<file path="config.mk">
export PLATFORM = sky130hd
export DESIGN_NAME = sacache_ram
export DESIGN_NICKNAME = d
export VERILOG_FILES = /design/src/sacache_ram.sv
export SDC_FILE = /design/constraint.sdc
export NUM_CORES = 1
export LEC_CHECK = 0
export CAP_MARGIN = 20
export CORE_ASPECT_RATIO = 0.75
export CORE_MARGIN = 5
export CORE_UTILIZATION = 55
export CTS_CLUSTER_SIZE = 30
export DETAILED_ROUTE_END_ITERATION = 10
export DONT_BUFFER_PORTS = 1
export GPL_ROUTABILITY_DRIVEN = 0
export PLACE_DENSITY = 0.7
export SLEW_MARGIN = 25
export SYNTH_ARGS = -nofsm -noshare
export SYNTH_HDL_FRONTEND = slang
export SYNTH_SLANG_ARGS = --single-unit
</file>
<file path="constraint.sdc">
create_clock -name clk -period 8.38 [get_ports clk]
set_input_delay 2.095 -clock clk [delete_from_list [all_inputs] [get_ports clk]]
set_output_delay 2.095 -clock clk [all_outputs]
set_load 0.01 [all_outputs]
</file>
<file path="src/sacache_ram.sv">
// Generic single-port synchronous RAM with registered read.
// Used for the tag/metadata store and the data store. No dependencies.
module sacache_ram #(
  parameter int WIDTH = 32,
  parameter int DEPTH = 16,
  parameter int AW    = 4
) (
  input  logic             clk,
  input  logic             we,
  input  logic [AW-1:0]    addr,
  input  logic [WIDTH-1:0] wdata,
  output logic [WIDTH-1:0] rdata
);
  logic [WIDTH-1:0] mem [DEPTH];

  always_ff @(posedge clk) begin
    if (we) begin
      mem[addr] <= wdata;
    end
    rdata <= mem[addr];
  end
endmodule

</file>
Yosys cells after proc, flatten, opt, wreduce, memory -nomap -nowiden:

Memories as Yosys holds them, arrays and structs flattened. A register that Yosys moved wholly into a read port is not among the register bits.
Index checks and enable logic that the tools add are counted.

* muxes and demuxes: 2

Operators by type and width (count)
* $mux 1: 2

* bits in registers: 0
* bits in writable memories: 512
* input port bits: 38
* output and inout bits: 32
* memories: 1

Memory list
* mem: words 16, bits a word 32, read ports 1, clocked after Yosys merged registers in 1, write ports 1, line 14 `logic [WIDTH-1:0] mem [DEPTH];`

Logic depth before layout (Yosys ltp):

* depth after elaboration: 2
* depth in mapped cells: 6

Worst setup path before layout:

OpenSTA, ideal clock, no wires.

* kind: input port to flip-flop
* start: input port addr[1]
* end: memory mem[0][0], enable pin
* library setup time: 461 ps
* arrival: 4876 ps
* data required time: 7919 ps
* path slack: 3043 ps
* cell stages on the path: 4
* buffers on the path: 3
* path through: buf_2 buf_4 clkbuf_1 nor3_1

RTL lines
* from (decl): line 10 `input logic [AW-1:0] addr,`
* to (decl): line 14

No word-level cell before the write port.

Worst setup path after layout:

* start: input port addr[0]
* end: memory mem[14][1], enable pin

No word-level cell before the write port.

==> results.cfg <==
[synthesis]
syn_area_um2 = 19900
syn_nets = 878
avgSynthCellArea_um2 = 23.6
synth_area_leaders = edfxtp_1, mux4_2, dfxtp_1, a22oi_1, nand2_1
synth_top_area_share_pct = 77.4
synth.largest_area_cell = edfxtp_1
ys_warn_count = 0
ys_seq_area_share_pct = 80.6
yosysUniqueCellTypes = 17
ys_ff_latch = 544
synthCells = 840

[floorplan]
die_w_um = 229
num_io_pins = 70
initial_utilization_pct = 55.6
core_um2 = 35700
rows = 60
dieArea_um2 = 40100
chipHeight_um = 175

[placement]
numPortBuffers = 0
dp_cells = 1274
hpwlAfterDp_um = 19900

[route]
via_per_inst = 6.19
highest_layer = met4
firstDrtPassIters = 7
drt_iter0_markers = 857
final_antenna_net_count = 0
wl_per_cell_um = 26.6
wl_met1_um = 16000
wl_met3_um = 2250
drt-total-wl_um = 36300
route.detailed.drc = 0
wl_met2_um = 17300
via_count = 8462

[finish]
num_antenna_cells = 0
final_util_pct = 62.0
drive_above_1_share_pct = 25.8
nets = 901
regArea_um2 = 16000
areaGrowthSynthToFinish_pct = 11.5
final_cells = 1367
fill_cells = 2363
multi_input_area_um2 = 3750

[setup_path]
cp.depth = 3
crit_buf_inv = 1
reg2reg_depth = 3
cp-start-kind = input pin
slowest_delay_ns = 0.60
critPathMaxFanout = 135
crit_chain = nand2b_1 > nor2_4 > buf_4
crit_family = simple AND/OR/NAND/NOR gates
critPathKind = in -> reg
cp.arrival_ns = 3.59
worstPathRequired_ns = 8.61
cp-end-kind = flip-flop
slowest_stage = nor2_4

[timing]
finalMaxSlewViolations = 0
relSlewSlack_pct = 29.2
hold_violations = 0
clock.fmax_mhz = 298
rsz0062_at_grt = false
skew_ns = 0.0194
max_slew.worst_pin.slew_ns = 1.06
setup_viol = 0
setup_tns_ns = 0
min_period_ns = 3.36
fin_crit_sh_pct = 40.1
fin_hold_ws_ns = 0.683

[cts]
numCtsBuffers = 49
clockBufferDepth = 3
clk_pin_slew_ns = 0.06
htreeDepth = 2
root_buffer = clkbuf_16
cts.sinks = 544
holdBufCountCts = 0
cts_setup_buffers = 0
cts_tree = done
post_cts_resized = 0
worst_skew_pair.late_latency_ns = 0.57

[global_routing]
grt_pass1_wl_um = 55700
antenna_found_initial = 0
grt_max_degree = 136
grt_pass1_vias = 8992
grt-ovfl-total = 0
grt_util_all_layers_pct = 18.3

[pwr]
power_leakage_nw = 6.91
ir_drop_mv = 0.157
cellPowerDensity_nw_per_um2 = 244

[outcome]
status = complete, no violations

[flow_run]
maxCapViolCount = 0

[min_path]
hold_path_class = reg -> reg
hold_depth = 3
==> layout make-up <==
type                    count  area share (%)
clock inverters            16           0.706
multi-input cells         251            16.9
repair buffers             17            1.05
flip-flops and latches    544            72.3
clock buffers              74            6.38
well taps                 465            2.63
==> kinds of logic after synthesis <==
| logic type | Yosys count | synth area share, % |
|---|---|---|
| AO/OA/AOI/OAI | 64 | 2.42 |
| buffers and inverters | 45 | 1.17 |
| flip-flops | 544 | 80.6 |
| multiplexers | 128 | 14.5 |
| AND/OR/NAND/NOR | 59 | 1.27 |
==> registers in the layout, indices dropped and copies added, names as in the netlist <==
name and cells:
rdata 32, mem 512
==> placed cells by master, fill, tap and decap left out <==
master | Yosys | final
nor3_2 | 0 | 4
buf_12 | 0 | 2
nor2b_4 | 0 | 2
clkbuf_8 | 0 | 5
clkinv_1 | 0 | 4
or3b_2 | 1 | 1
clkbuf_16 | 0 | 51
buf_4 | 1 | 11
clkinv_2 | 0 | 7
nand3b_1 | 2 | 2
a22oi_1 | 64 | 64
nand2_1 | 33 | 33
nand3_1 | 1 | 1
and2_1 | 1 | 1
bufinv_16 | 0 | 3
mux4_2 | 128 | 128
nor2_4 | 0 | 13
clkinvlp_4 | 0 | 1
nand2b_1 | 2 | 2
dfxtp_1 | 32 | 32
edfxtp_1 | 512 | 512
buf_16 | 0 | 4
clkbuf_1 | 27 | 18
inv_6 | 0 | 1
==> metal layers <==
metal,track usage [%],vias up
met4,5.03,0
met5,0,-
met1,27.0,4514
li1,-,3624
met2,28.3,261
met3,4.01,63
==> worst register-to-register path, delay by kind of cell, from the launching register on <==
kind / cells / cell delay [ns]
simple gates: 1 / 0.10
compound gates: 1 / 0.32
flops: 1 / 0.39
mux: 1 / 0.48
==> final timing paths <==
check	slack, ns	to	from
hold / removal	0.68	rdata[2]	mem[13][2]
hold reg to reg	0.68	rdata[2]	mem[13][2]
setup reg to reg	6.97	rdata[4]	mem[3][4]
setup / recovery	5.02	mem[14][1]	addr[0]
==> power by group <==
part	switching, mW	total, mW	internal, mW
combinational	0.0696	0.156	0.0866
sequential	0.0293	3.07	3.04
clock	0.923	2.18	1.25
total	1.02	5.41	4.38
==> synthesized netlist by cell type (all sizes together) <==
library cell and instances:
a22oi 64, and2 1, buf 18, clkbuf 27
dfxtp 32, edfxtp 512, mux4 128, nand2 33
nand2b 2, nand3 1, nand3b 2, nor2 13
nor2b 2, nor3 4, or3b 1
==> through the flow <==
step | worst slack, ns | area, um^2 | power [mW]
finish | 5.02 | 22100 | 5.41
CTS | 5.00 | 22100 | 5.46
global route | 5.02 | 22100 | 5.59
floorplan | 3.04 | 19900 | 3.27
detailed placement | 4.40 | 20500 | 3.29
global placement | 4.45 | 20400 | 3.28
No activity file was read; power rests on OpenSTA's default activity.
